## config.mk

```make
export PLATFORM = sky130hd
export DESIGN_NAME = generational_task_slot_pool
export DESIGN_NICKNAME = d
export VERILOG_FILES = /design/src/rtl/gtsp_pkg.sv /design/src/rtl/gtsp_store.sv /design/src/rtl/generational_task_slot_pool.sv
export SDC_FILE = /design/constraint.sdc
export NUM_CORES = 2
export LEC_CHECK = 0
export ABC_AREA = 1
export BUFFER_PORTS_ARGS = -buffer_cell sky130_fd_sc_hd__buf_2
export CORE_MARGIN = 10
export CORE_UTILIZATION = 45
export DETAILED_ROUTE_END_ITERATION = 8
export PLACE_DENSITY_LB_ADDON = 0.08
export SLEW_MARGIN = 10
export SYNTH_ARGS = -nofsm -noshare
export SYNTH_HDL_FRONTEND = slang
export SYNTH_SLANG_ARGS = --single-unit
```

## constraint.sdc

```tcl
create_clock -name clock -period 10.3 [get_ports clock]
set_clock_uncertainty 0.1 [all_clocks]
set_input_delay 1.545 -clock clock [delete_from_list [all_inputs] [get_ports clock]]
set_output_delay 1.545 -clock clock [all_outputs]
set_load 0.1 [all_outputs]
```

## src/rtl/gtsp_pkg.sv

```systemverilog
`timescale 1ns / 1ps
// Shared types and codes for the generational task-slot pool.
// No dependencies.
package gtsp_pkg;

   localparam logic [2:0] OP_CREATE = 3'd0;
   localparam logic [2:0] OP_DELETE = 3'd1;
   localparam logic [2:0] OP_QUERY  = 3'd2;
   localparam logic [2:0] OP_TICK   = 3'd3;
   localparam logic [2:0] OP_FLUSH  = 3'd4;

   localparam logic [1:0] ST_OK         = 2'd0;
   localparam logic [1:0] ST_NO_SLOT    = 2'd1;
   localparam logic [1:0] ST_BAD_HANDLE = 2'd2;
   localparam logic [1:0] ST_EMPTY      = 2'd3;

   localparam logic [5:0] MAX_RESULTS = 6'd32;
   localparam logic [5:0] CHILD_MAX   = 6'd63;

   typedef struct packed {
      logic [2:0]         opcode;
      logic [31:0]        handle;
      logic signed [15:0] priority_req;
      logic               has_parent;
      logic [4:0]         parent_slot;
   } req_type;

   typedef struct packed {
      logic [1:0]         status;
      logic [31:0]        result_handle;
      logic [5:0]         child_count;
      logic signed [15:0] task_priority;
      logic               last;
   } rsp_type;

   // One slot's record in the data memory.
   typedef struct packed {
      logic [15:0]        gen;
      logic signed [15:0] prio;
      logic [5:0]         children;
      logic [4:0]         pidx;
      logic [15:0]        pgen;
   } slot_word_type;

   typedef struct packed {
      logic rd_en;
      logic d_we;
      logic l_we;
   } mem_ctl_type;

endpackage

```

## src/rtl/gtsp_store.sv

```systemverilog
`timescale 1ns / 1ps
// Slot data memory and link memory, with a registered read.
// Depends on gtsp_pkg.
module gtsp_store #(
   parameter int SLOTS = 32
) (
   input  logic                            clock,
   input  logic                            reset,
   input  gtsp_pkg::mem_ctl_type           ctl,
   input  logic [((SLOTS > 1) ? $clog2(SLOTS) : 1)-1:0] rd_addr,
   input  logic [((SLOTS > 1) ? $clog2(SLOTS) : 1)-1:0] d_addr,
   input  gtsp_pkg::slot_word_type         d_wdata,
   input  logic [((SLOTS > 1) ? $clog2(SLOTS) : 1)-1:0] l_addr,
   input  logic [$clog2(SLOTS + 1)-1:0]    l_wdata,
   output gtsp_pkg::slot_word_type         d_q,
   output logic [$clog2(SLOTS + 1)-1:0]    l_q
);
   import gtsp_pkg::*;

   localparam int IdxW  = (SLOTS > 1) ? $clog2(SLOTS) : 1;
   localparam int LinkW = $clog2(SLOTS + 1);
   localparam logic [LinkW-1:0] NIL = LinkW'(SLOTS);

   slot_word_type    d_mem [SLOTS];
   logic [LinkW-1:0] l_mem [SLOTS];

   slot_word_type    d_q_ff;
   logic [LinkW-1:0] l_q_ff;
   logic [IdxW-1:0]  rd_addr_ff;
   logic             gen_ok_ff;
   logic             link_ok_ff;
   logic [SLOTS-1:0] gen_wr_ff;
   logic [SLOTS-1:0] link_wr_ff;

   always_ff @(posedge clock) begin
      if (ctl.d_we) begin
         d_mem[d_addr] <= d_wdata;
      end
      if (ctl.l_we) begin
         l_mem[l_addr] <= l_wdata;
      end
      if (ctl.rd_en) begin
         d_q_ff     <= d_mem[rd_addr];
         l_q_ff     <= l_mem[rd_addr];
         rd_addr_ff <= rd_addr;
      end
   end

   // written-once marks: unwritten entries read as their reset value
   always_ff @(posedge clock) begin
      if (reset) begin
         gen_wr_ff  <= '0;
         link_wr_ff <= '0;
         gen_ok_ff  <= 1'b0;
         link_ok_ff <= 1'b0;
      end else begin
         if (ctl.d_we) begin
            gen_wr_ff[d_addr] <= 1'b1;
         end
         if (ctl.l_we) begin
            link_wr_ff[l_addr] <= 1'b1;
         end
         if (ctl.rd_en) begin
            gen_ok_ff  <= gen_wr_ff[rd_addr];
            link_ok_ff <= link_wr_ff[rd_addr];
         end
      end
   end

   always_comb begin
      d_q = d_q_ff;
      if (!gen_ok_ff) begin
         d_q = '0;
      end
      if (link_ok_ff) begin
         l_q = l_q_ff;
      end else if (rd_addr_ff == '0) begin
         l_q = NIL;
      end else begin
         l_q = LinkW'(rd_addr_ff) - LinkW'(1);
      end
   end

endmodule

```

## src/rtl/generational_task_slot_pool.sv

```systemverilog
`timescale 1ns / 1ps
// Generational task-slot pool, top level: sequencer, list heads, flags.
// Depends on gtsp_pkg and gtsp_store.
//
// One request is taken at a time; req_ready is high only while the sequencer
// is idle. Every memory access is issued first and its registered read data
// used after, and that one read port sets the pace. Delete and query read
// the handle's slot, then give the result; unknown opcodes and a create with
// no free slot go straight to the result. Create reads the parent slot, then
// the new slot, and writes the parent's child count when it links a parent
// in another slot. Tick frees each marked task on the active list (and lowers
// a live parent's child count), merges the pending tasks by priority, then
// lists the live tasks. Flush frees the pending tasks, then the active ones.
// Results of a tick stream out one per transfer while the walk goes on; a
// result waiting in the output register stalls the walk. Handles carry the
// slot's 16-bit generation in bits 31..16 and the slot in bits 15..0; the
// generation steps by one, wrapping, on each free. No clearing pass after
// reset: the block is ready as soon as reset is released.
module generational_task_slot_pool #(
   parameter int SLOTS = 32
) (
   input  logic              clock,
   input  logic              reset,
   input  logic              req_valid,
   output logic              req_ready,
   input  gtsp_pkg::req_type req_data,
   output logic              rsp_valid,
   input  logic              rsp_ready,
   output gtsp_pkg::rsp_type rsp_data
);
   import gtsp_pkg::*;

   localparam int IdxW  = (SLOTS > 1) ? $clog2(SLOTS) : 1;
   localparam int LinkW = $clog2(SLOTS + 1);
   localparam logic [LinkW-1:0] NIL = LinkW'(SLOTS);

   localparam logic [4:0] S_IDLE   = 5'd0;
   localparam logic [4:0] S_C_RS   = 5'd1;
   localparam logic [4:0] S_C_WS   = 5'd2;
   localparam logic [4:0] S_C_WP   = 5'd3;
   localparam logic [4:0] S_LK_CHK = 5'd4;
   localparam logic [4:0] S_T_NEXT = 5'd5;
   localparam logic [4:0] S_T_CHK  = 5'd6;
   localparam logic [4:0] S_TP_RD  = 5'd7;
   localparam logic [4:0] S_TP_CHK = 5'd8;
   localparam logic [4:0] S_FR_WR  = 5'd9;
   localparam logic [4:0] S_FR_LNK = 5'd10;
   localparam logic [4:0] S_F_NEXT = 5'd11;
   localparam logic [4:0] S_F_CHK  = 5'd12;
   localparam logic [4:0] S_P_NEXT = 5'd13;
   localparam logic [4:0] S_P_CHK  = 5'd14;
   localparam logic [4:0] S_W_NEXT = 5'd15;
   localparam logic [4:0] S_W_CHK  = 5'd16;
   localparam logic [4:0] S_I_WT   = 5'd17;
   localparam logic [4:0] S_I_WP   = 5'd18;
   localparam logic [4:0] S_L_NEXT = 5'd19;
   localparam logic [4:0] S_L_CHK  = 5'd20;
   localparam logic [4:0] S_FIN    = 5'd21;

   // list pointers; any value at or above SLOTS is the null link
   function automatic logic is_slot(input logic [LinkW-1:0] v);
      return 32'(v) < SLOTS;
   endfunction

   logic [4:0]         state_ff, state_in;
   req_type            req_ff, req_in;
   logic [LinkW-1:0]   c_ff, c_in;          // walk cursor / slot being worked on
   logic [LinkW-1:0]   prev_ff, prev_in;
   logic [LinkW-1:0]   t_ff, t_in;          // pending task being merged
   logic [LinkW-1:0]   nxt_ff, nxt_in;
   logic signed [15:0] tprio_ff, tprio_in;
   slot_word_type      wd_ff, wd_in;        // held slot word
   logic [LinkW-1:0]   free_head_ff, free_head_in;
   logic [LinkW-1:0]   free_tail_ff, free_tail_in;
   logic [LinkW-1:0]   pend_head_ff, pend_head_in;
   logic [LinkW-1:0]   act_head_ff, act_head_in;
   logic [SLOTS-1:0]   in_use_ff, in_use_in;
   logic [SLOTS-1:0]   marked_ff, marked_in;
   logic [SLOTS-1:0]   plv_ff, plv_in;      // parent link valid
   logic               tick_mode_ff, tick_mode_in;
   logic               fl_act_ff, fl_act_in;
   logic               have_buf_ff, have_buf_in;
   logic [5:0]         cnt_ff, cnt_in;
   rsp_type            buf_ff, buf_in;
   rsp_type            rsp_ff;
   logic               rsp_valid_ff;

   mem_ctl_type        ctl;
   logic [IdxW-1:0]    rd_addr, d_addr, l_addr;
   slot_word_type      d_wdata, d_q;
   logic [LinkW-1:0]   l_wdata, l_q;

   logic               emit_req;
   rsp_type            emit_data;
   logic               out_free;
   logic               stall;
   logic               link_en, self_link, lk_ok, par_ok;
   logic [IdxW-1:0]    ci;

   gtsp_store #(.SLOTS(SLOTS)) u_store (
      .clock   (clock),
      .reset   (reset),
      .ctl     (ctl),
      .rd_addr (rd_addr),
      .d_addr  (d_addr),
      .d_wdata (d_wdata),
      .l_addr  (l_addr),
      .l_wdata (l_wdata),
      .d_q     (d_q),
      .l_q     (l_q)
   );

   assign req_ready = (state_ff == S_IDLE);
   assign rsp_valid = rsp_valid_ff;
   assign rsp_data  = rsp_ff;
   assign out_free  = !rsp_valid_ff || rsp_ready;
   assign ci        = IdxW'(c_ff);

   // a result transfer is due but the output register is still full
   assign stall = !out_free &&
                  ((state_ff == S_FIN) ||
                   (state_ff == S_L_CHK && !marked_ff[ci] && have_buf_ff));

   assign link_en   = req_ff.has_parent && (32'(req_ff.parent_slot) < SLOTS);
   assign self_link = link_en && (32'(req_ff.parent_slot) == 32'(c_ff));
   assign lk_ok     = (32'(req_ff.handle[15:0]) < SLOTS) &&
                      in_use_ff[IdxW'(req_ff.handle[15:0])] &&
                      !marked_ff[IdxW'(req_ff.handle[15:0])] &&
                      (d_q.gen == req_ff.handle[31:16]);
   assign par_ok    = (32'(wd_ff.pidx) < SLOTS) &&
                      in_use_ff[IdxW'(wd_ff.pidx)] &&
                      !marked_ff[IdxW'(wd_ff.pidx)] &&
                      (d_q.gen == wd_ff.pgen) && (d_q.children != '0);

   always_comb begin
      state_in     = state_ff;
      req_in       = req_ff;
      c_in         = c_ff;
      prev_in      = prev_ff;
      t_in         = t_ff;
      nxt_in       = nxt_ff;
      tprio_in     = tprio_ff;
      wd_in        = wd_ff;
      free_head_in = free_head_ff;
      free_tail_in = free_tail_ff;
      pend_head_in = pend_head_ff;
      act_head_in  = act_head_ff;
      in_use_in    = in_use_ff;
      marked_in    = marked_ff;
      plv_in       = plv_ff;
      tick_mode_in = tick_mode_ff;
      fl_act_in    = fl_act_ff;
      have_buf_in  = have_buf_ff;
      cnt_in       = cnt_ff;
      buf_in       = buf_ff;
      ctl          = '0;
      rd_addr      = ci;
      d_addr       = ci;
      d_wdata      = wd_ff;
      l_addr       = ci;
      l_wdata      = NIL;
      emit_req     = 1'b0;
      emit_data    = buf_ff;

      if (!stall) begin
         case (state_ff)
            S_IDLE: begin
               if (req_valid) begin
                  req_in = req_data;
                  buf_in = '0;
                  case (req_data.opcode)
                     OP_CREATE: begin
                        if (!is_slot(free_head_ff)) begin
                           buf_in.status = ST_NO_SLOT;
                           state_in      = S_FIN;
                        end else begin
                           ctl.rd_en = 1'b1;
                           rd_addr   = IdxW'(req_data.parent_slot);
                           c_in      = free_head_ff;
                           state_in  = S_C_RS;
                        end
                     end
                     OP_DELETE, OP_QUERY: begin
                        ctl.rd_en = 1'b1;
                        rd_addr   = IdxW'(req_data.handle[15:0]);
                        state_in  = S_LK_CHK;
                     end
                     OP_TICK: begin
                        c_in         = act_head_ff;
                        prev_in      = NIL;
                        tick_mode_in = 1'b1;
                        state_in     = S_T_NEXT;
                     end
                     OP_FLUSH: begin
                        c_in         = pend_head_ff;
                        pend_head_in = NIL;
                        fl_act_in    = 1'b0;
                        tick_mode_in = 1'b0;
                        state_in     = S_F_NEXT;
                     end
                     default: begin
                        state_in = S_FIN;
                     end
                  endcase
               end
            end

            // create: parent word in hand, fetch the new slot
            S_C_RS: begin
               wd_in     = d_q;
               ctl.rd_en = 1'b1;
               rd_addr   = ci;
               state_in  = S_C_WS;
            end

            S_C_WS: begin
               free_head_in  = l_q;
               ctl.l_we      = 1'b1;
               l_addr        = ci;
               l_wdata       = pend_head_ff;
               pend_head_in  = c_ff;
               in_use_in[ci] = 1'b1;
               marked_in[ci] = 1'b0;
               plv_in[ci]    = link_en;
               ctl.d_we      = 1'b1;
               d_addr        = ci;
               d_wdata.gen      = d_q.gen;
               d_wdata.prio     = req_ff.priority_req;
               d_wdata.children = self_link ? 6'd1 : 6'd0;
               d_wdata.pidx     = req_ff.parent_slot;
               d_wdata.pgen     = self_link ? d_q.gen : wd_ff.gen;
               buf_in.status        = ST_OK;
               buf_in.result_handle = {d_q.gen, 16'(c_ff)};
               state_in = (link_en && !self_link) ? S_C_WP : S_FIN;
            end

            S_C_WP: begin
               ctl.d_we = 1'b1;
               d_addr   = IdxW'(req_ff.parent_slot);
               d_wdata  = wd_ff;
               if (wd_ff.children != CHILD_MAX) begin
                  d_wdata.children = wd_ff.children + 6'd1;
               end
               state_in = S_FIN;
            end

            S_LK_CHK: begin
               if (!lk_ok) begin
                  buf_in.status = ST_BAD_HANDLE;
               end else if (req_ff.opcode == OP_DELETE) begin
                  marked_in[IdxW'(req_ff.handle[15:0])] = 1'b1;
               end else begin
                  buf_in.result_handle = req_ff.handle;
                  buf_in.child_count   = d_q.children;
                  buf_in.task_priority = d_q.prio;
               end
               state_in = S_FIN;
            end

            // tick, first pass: drop marked tasks from the active list
            S_T_NEXT: begin
               if (is_slot(c_ff)) begin
                  ctl.rd_en = 1'b1;
                  state_in  = S_T_CHK;
               end else begin
                  t_in     = pend_head_ff;
                  state_in = S_P_NEXT;
               end
            end

            S_T_CHK: begin
               nxt_in = l_q;
               if (!marked_ff[ci]) begin
                  prev_in  = c_ff;
                  c_in     = l_q;
                  state_in = S_T_NEXT;
               end else begin
                  wd_in = d_q;
                  if (!is_slot(prev_ff)) begin
                     act_head_in = l_q;
                  end else begin
                     ctl.l_we = 1'b1;
                     l_addr   = IdxW'(prev_ff);
                     l_wdata  = l_q;
                  end
                  state_in = plv_ff[ci] ? S_TP_RD : S_FR_WR;
               end
            end

            S_TP_RD: begin
               ctl.rd_en = 1'b1;
               rd_addr   = IdxW'(wd_ff.pidx);
               state_in  = S_TP_CHK;
            end

            S_TP_CHK: begin
               if (par_ok) begin
                  ctl.d_we         = 1'b1;
                  d_addr           = IdxW'(wd_ff.pidx);
                  d_wdata          = d_q;
                  d_wdata.children = d_q.children - 6'd1;
               end
               state_in = S_FR_WR;
            end

            // free the slot at the cursor
            S_FR_WR: begin
               ctl.d_we      = 1'b1;
               d_wdata       = wd_ff;
               d_wdata.gen   = wd_ff.gen + 16'd1;
               ctl.l_we      = 1'b1;
               l_wdata       = NIL;
               in_use_in[ci] = 1'b0;
               marked_in[ci] = 1'b0;
               state_in      = S_FR_LNK;
            end

            S_FR_LNK: begin
               if (!is_slot(free_head_ff)) begin
                  free_head_in = c_ff;
               end else if (is_slot(free_tail_ff)) begin
                  ctl.l_we = 1'b1;
                  l_addr   = IdxW'(free_tail_ff);
                  l_wdata  = c_ff;
               end
               free_tail_in = c_ff;
               c_in         = nxt_ff;
               state_in     = tick_mode_ff ? S_T_NEXT : S_F_NEXT;
            end

            // flush: pending list, then active list
            S_F_NEXT: begin
               if (is_slot(c_ff)) begin
                  ctl.rd_en = 1'b1;
                  state_in  = S_F_CHK;
               end else if (!fl_act_ff) begin
                  c_in        = act_head_ff;
                  act_head_in = NIL;
                  fl_act_in   = 1'b1;
               end else begin
                  state_in = S_FIN;
               end
            end

            S_F_CHK: begin
               nxt_in   = l_q;
               wd_in    = d_q;
               state_in = S_FR_WR;
            end

            // tick, second pass: merge pending tasks by priority
            S_P_NEXT: begin
               if (is_slot(t_ff)) begin
                  ctl.rd_en = 1'b1;
                  rd_addr   = IdxW'(t_ff);
                  state_in  = S_P_CHK;
               end else begin
                  pend_head_in = NIL;
                  c_in         = act_head_ff;
                  cnt_in       = '0;
                  have_buf_in  = 1'b0;
                  state_in     = S_L_NEXT;
               end
            end

            S_P_CHK: begin
               nxt_in   = l_q;
               tprio_in = d_q.prio;
               c_in     = act_head_ff;
               prev_in  = NIL;
               state_in = S_W_NEXT;
            end

            S_W_NEXT: begin
               if (is_slot(c_ff)) begin
                  ctl.rd_en = 1'b1;
                  state_in  = S_W_CHK;
               end else begin
                  state_in = S_I_WT;
               end
            end

            S_W_CHK: begin
               if ($signed(d_q.prio) < $signed(tprio_ff)) begin
                  state_in = S_I_WT;
               end else begin
                  prev_in  = c_ff;
                  c_in     = l_q;
                  state_in = S_W_NEXT;
               end
            end

            S_I_WT: begin
               ctl.l_we = 1'b1;
               l_addr   = IdxW'(t_ff);
               l_wdata  = c_ff;
               state_in = S_I_WP;
            end

            S_I_WP: begin
               if (!is_slot(prev_ff)) begin
                  act_head_in = t_ff;
               end else begin
                  ctl.l_we = 1'b1;
                  l_addr   = IdxW'(prev_ff);
                  l_wdata  = t_ff;
               end
               t_in     = nxt_ff;
               state_in = S_P_NEXT;
            end

            // tick, third pass: list live tasks; one result held back for last
            S_L_NEXT: begin
               if (is_slot(c_ff) && (cnt_ff < MAX_RESULTS)) begin
                  ctl.rd_en = 1'b1;
                  state_in  = S_L_CHK;
               end else begin
                  if (!have_buf_ff) begin
                     buf_in        = '0;
                     buf_in.status = ST_EMPTY;
                  end
                  state_in = S_FIN;
               end
            end

            S_L_CHK: begin
               if (!marked_ff[ci]) begin
                  if (have_buf_ff) begin
                     emit_req       = 1'b1;
                     emit_data      = buf_ff;
                     emit_data.last = 1'b0;
                  end
                  buf_in.status        = ST_OK;
                  buf_in.result_handle = {d_q.gen, 16'(c_ff)};
                  buf_in.child_count   = d_q.children;
                  buf_in.task_priority = d_q.prio;
                  buf_in.last          = 1'b0;
                  have_buf_in          = 1'b1;
                  cnt_in               = cnt_ff + 6'd1;
               end
               c_in     = l_q;
               state_in = S_L_NEXT;
            end

            S_FIN: begin
               emit_req       = 1'b1;
               emit_data      = buf_ff;
               emit_data.last = 1'b1;
               state_in       = S_IDLE;
            end

            default: begin
               state_in = S_IDLE;
            end
         endcase
      end
   end

   always_ff @(posedge clock) begin
      if (reset) begin
         state_ff     <= S_IDLE;
         free_head_ff <= LinkW'(SLOTS - 1);
         free_tail_ff <= '0;
         pend_head_ff <= NIL;
         act_head_ff  <= NIL;
         in_use_ff    <= '0;
         marked_ff    <= '0;
         plv_ff       <= '0;
         tick_mode_ff <= 1'b0;
         fl_act_ff    <= 1'b0;
         have_buf_ff  <= 1'b0;
         cnt_ff       <= '0;
         rsp_valid_ff <= 1'b0;
      end else begin
         state_ff     <= state_in;
         free_head_ff <= free_head_in;
         free_tail_ff <= free_tail_in;
         pend_head_ff <= pend_head_in;
         act_head_ff  <= act_head_in;
         in_use_ff    <= in_use_in;
         marked_ff    <= marked_in;
         plv_ff       <= plv_in;
         tick_mode_ff <= tick_mode_in;
         fl_act_ff    <= fl_act_in;
         have_buf_ff  <= have_buf_in;
         cnt_ff       <= cnt_in;
         if (emit_req) begin
            rsp_valid_ff <= 1'b1;
         end else if (rsp_ready) begin
            rsp_valid_ff <= 1'b0;
         end
      end
   end

   always_ff @(posedge clock) begin
      req_ff   <= req_in;
      c_ff     <= c_in;
      prev_ff  <= prev_in;
      t_ff     <= t_in;
      nxt_ff   <= nxt_in;
      tprio_ff <= tprio_in;
      wd_ff    <= wd_in;
      buf_ff   <= buf_in;
      if (emit_req) begin
         rsp_ff <= emit_data;
      end
   end

endmodule

```

==> flow_summary.yaml <==
route:
  drt_iter0_markers: 9229
  wire_per_inst_um: 28.7
  final_antenna_net_count: 0
  wirelength_mm: 364
  drc: 0
  via_per_inst: 6.02
  dr.pass1.iters: 6
  vias: 76200
placed_design:
  placed_cells: 12100
  gp_congestion: 0.892
  post-dp-hpwl_mm: 207
  port_buffers: 119
run_status:
  outcome: "finished clean"
worst_hold_path:
  hold_path.startpoint: "buf_ff[15]"
  min-delay-path-class: "register to register"
  whs_path_depth: 0
  hold-path-endpoint: "rsp_data[15]"
global_route:
  grt_usage_pct: 26.6
  grt_pass1_vias: 72200
  grt_max_degree: 160
  grt_antenna_before_repair: 19
  grt_pass1_wl_mm: 522
  grt_overflow: 0
timing:
  rsz0062_at_grt: "no"
  finalSetupViolCount: 0
  tightestPinTransition_ns: 1.31
  fmax_mhz: 167
  totalNegativeSetupSlack_ns: 0
  relSlewSlack_pct: 12.8
  slew_violations: 0
  hold_viol_final: 0
  finalCritPeriodShare_pct: 58.0
  final.min_clock_period_ns: 5.97
clock_network:
  post_cts_resized: 0
  cts_num_sinks: 2620
  numCtsBuffers: 301
  cts_setup_buffers: 0
  clkLatencyLatePin_ns: 0.98
  path_clk_slew_ns: 0.06
  cts_tree: "done"
  ctsRootBufferMaster: "clkbuf_16"
  h-tree-depth: 5
  clk_path_buf_depth: 4
  cts_hold_buffers: 0
worst_setup_path:
  r2r-start: "wd_ff[16]"
  worstPathArrival_ns: 6.43
  cpMostUsedCell: "nand2_1"
  start_kind: "register"
  cp_max_fo: 42
  rr_endpoint: "u_store.d_mem[13][30]"
  path_cells: "buf_4 > inv_1 > nand2_1 > nand2_1 > nand2_1 > nand3_1 > nand3_1 > nand3_1 > nand3_2 > nand2_2 > inv_2 > nor2_8 > buf_4 > nand3_2 > nor2_4 > nand2_1 > inv_4 > buf_4"
  crit_family: "buffers and inverters"
  crit_required_ns: 10.75
  worstSetupPathType: "register to register"
  ff2ff_path_depth: 18
  cp_slowest_cell: "buf_4"
  reg2reg_setup_slack_ns: 4.33
  cp_num_buf_inv: 6
  slowest_delay_ns: 0.78
  end_kind: "register"
logic_synthesis:
  syn_nets: 9325
  synth.area.top_cells: "edfxtp_1, o21ai_0, nand2_1, dfxtp_1, o21bai_1"
  synth_top_family_by_area: "compound AO/OA/AOI/OAI gates"
  synth-seq-cells: 2620
  synth_compound_area_share_pct: 14.8
  avgSynthCellArea_um2: 11.8
  yosysTopAreaCell: "edfxtp_1"
  synth-adder-area-share_pct: 0.230
  synth_top_area_share_pct: 66.7
  synth_edf_count: 2419
  synthMuxAreaShare_pct: 0
  synth-simple-area-share_pct: 10.2
  yosysMostFrequentCell: "edfxtp_1"
  synth.distinct_cells: 57
  ys_warn_count: 0
  synth_ff_type: "edfxtp_1"
  synth_xor_area_share_pct: 0.177
  async_reset_ff_share_pct: 0
  synthCells: 9244
  synth_area_um2: 109000
  yosysSeqAreaShare_pct: 70.3
  synthTopCellsByCount: "edfxtp_1, nand2_1, o21ai_0, nor2_1, nand3_1"
final_layout:
  drive_gt1_share_pct: 9.07
  area_growth_syn_to_layout_pct: 12.4
  fill_cells: 21100
  nNetsFinal: 9335
  final_cells: 12700
die:
  start_util_pct: 45.3
  io_pins: 120
  fp.coreArea_um2: 241000
  num_rows: 180
  fp.dieW_um: 512
  die_h_um: 512
  fp.dieArea_um2: 262000
run:
  maxCapViolCount: 0
[routing by layer]
metal	vias up	track usage, %	wire length [um]
li1	33400	-	-
met1	38500	38.6	156000
met2	3679	40.8	162000
met3	598	5.56	35000
met4	2	7.09	9880
met5	-	0	12
[layout by cell type, fill, tap and decap left out, types with 10 or more instances in the layout]
cell type / n
o2111ai_4: 18
clkbuf_16: 304
o21ai_0: 1168
nand3_1: 556
a22oi_1: 32
o2111ai_1: 10
edfxtp_1: 2419
bufinv_16: 14
clkbuf_1: 73
nor3_1: 28
o21ai_1: 480
clkinv_1: 66
buf_2: 118
nor2_4: 11
o211ai_1: 172
inv_4: 32
nor2_2: 16
a21oi_1: 270
o221ai_2: 11
inv_2: 19
o22ai_1: 62
o221ai_1: 14
buf_4: 147
nand2_2: 18
clkinv_2: 43
ha_1: 20
dfxtp_1: 200
nand2_1: 1201
inv_1: 483
o21bai_1: 495
buf_12: 18
nand4_1: 25
nor2_1: 768
xor2_1: 20
nor4_1: 15
[worst register-to-register path, stage by stage, from the launching register on]
cell and delay (ns):
edfxtp_1 0.36, buf_4 0.25, inv_1 0.79, nand2_1 0.12, nand2_1 0.16, nand2_1 0.07, nand3_1 0.12, nand3_1 0.23
nand3_1 0.29, nand3_2 0.18, nand2_2 0.13, inv_2 0.07, nor2_8 0.07, buf_4 0.54, nand3_2 0.30, nor2_4 0.40
nand2_1 0.19, inv_4 0.34, buf_4 0.79
[worst max-delay path by stage]
stage               slack (ns)                    end  cells past startpoint               from
floorplan                 2.42      u_store.gen_ok_ff                      9       req_data[54]
global placement          3.86     u_store.d_q_ff[43]                     17       req_data[55]
detailed placement        3.90     u_store.d_q_ff[43]                     17       req_data[55]
CTS                       4.39  u_store.d_mem[25][45]                     16  u_store.gen_ok_ff
global route              4.17  u_store.d_mem[25][45]                     16  u_store.gen_ok_ff
finish                    4.33  u_store.d_mem[13][30]                     18          wd_ff[16]
[kinds of logic after synthesis]
kind of cell | after synthesis
AND/OR/NAND/NOR | 2664
AO/OA/AOI/OAI | 2795
flip-flops | 2620
XOR/XNOR | 22
buffers and inverters | 1123
adder cells (fa/ha/maj) | 20
[state kept, by name, summed over array words and instances (netlist names), 16 cells and up, named ones only]
name and cells:
plv_ff 32, tprio_ff 16, rsp_data 57, u_store.l_mem 192, u_store.d_q_ff 59, marked_ff 32
u_store.d_mem 1888, wd_ff 59, u_store.gen_wr_ff 32, buf_ff 56, req_ff 56, u_store.link_wr_ff 32
[final cells by class]
type,instances,area [um2],area share [%]
Sequential cell,2620,76700,62.6
Multi-Input combinational cell,5501,28500,23.3
Clock buffer,385,7990,6.53
Tap cell,3185,3990,3.25
Inverter,547,2170,1.78
Timing Repair Buffer,283,2050,1.68
Clock inverter,135,1040,0.850
Antenna cell,4,10.0,0.00817
[through the flow]
| stage | setup WS (ns) | utilization [%] | hold WS (ns) | cell area, um2 |
|---|---|---|---|---|
| floorplan | 2.42 | - | 0.300 | 109000 |
| global placement | 3.86 | 47.1 | 0.303 | 113000 |
| detailed placement | 3.90 | 47.1 | 0.306 | 113000 |
| CTS | 4.39 | 50.9 | 0.302 | 122000 |
| global route | 4.17 | 50.9 | 0.313 | 122000 |
| finish | 4.33 | 50.9 | 0.294 | 122000 |
Power is not shown: default switching activity piles up to over one toggle a cycle in this logic, so the estimate is an artifact.
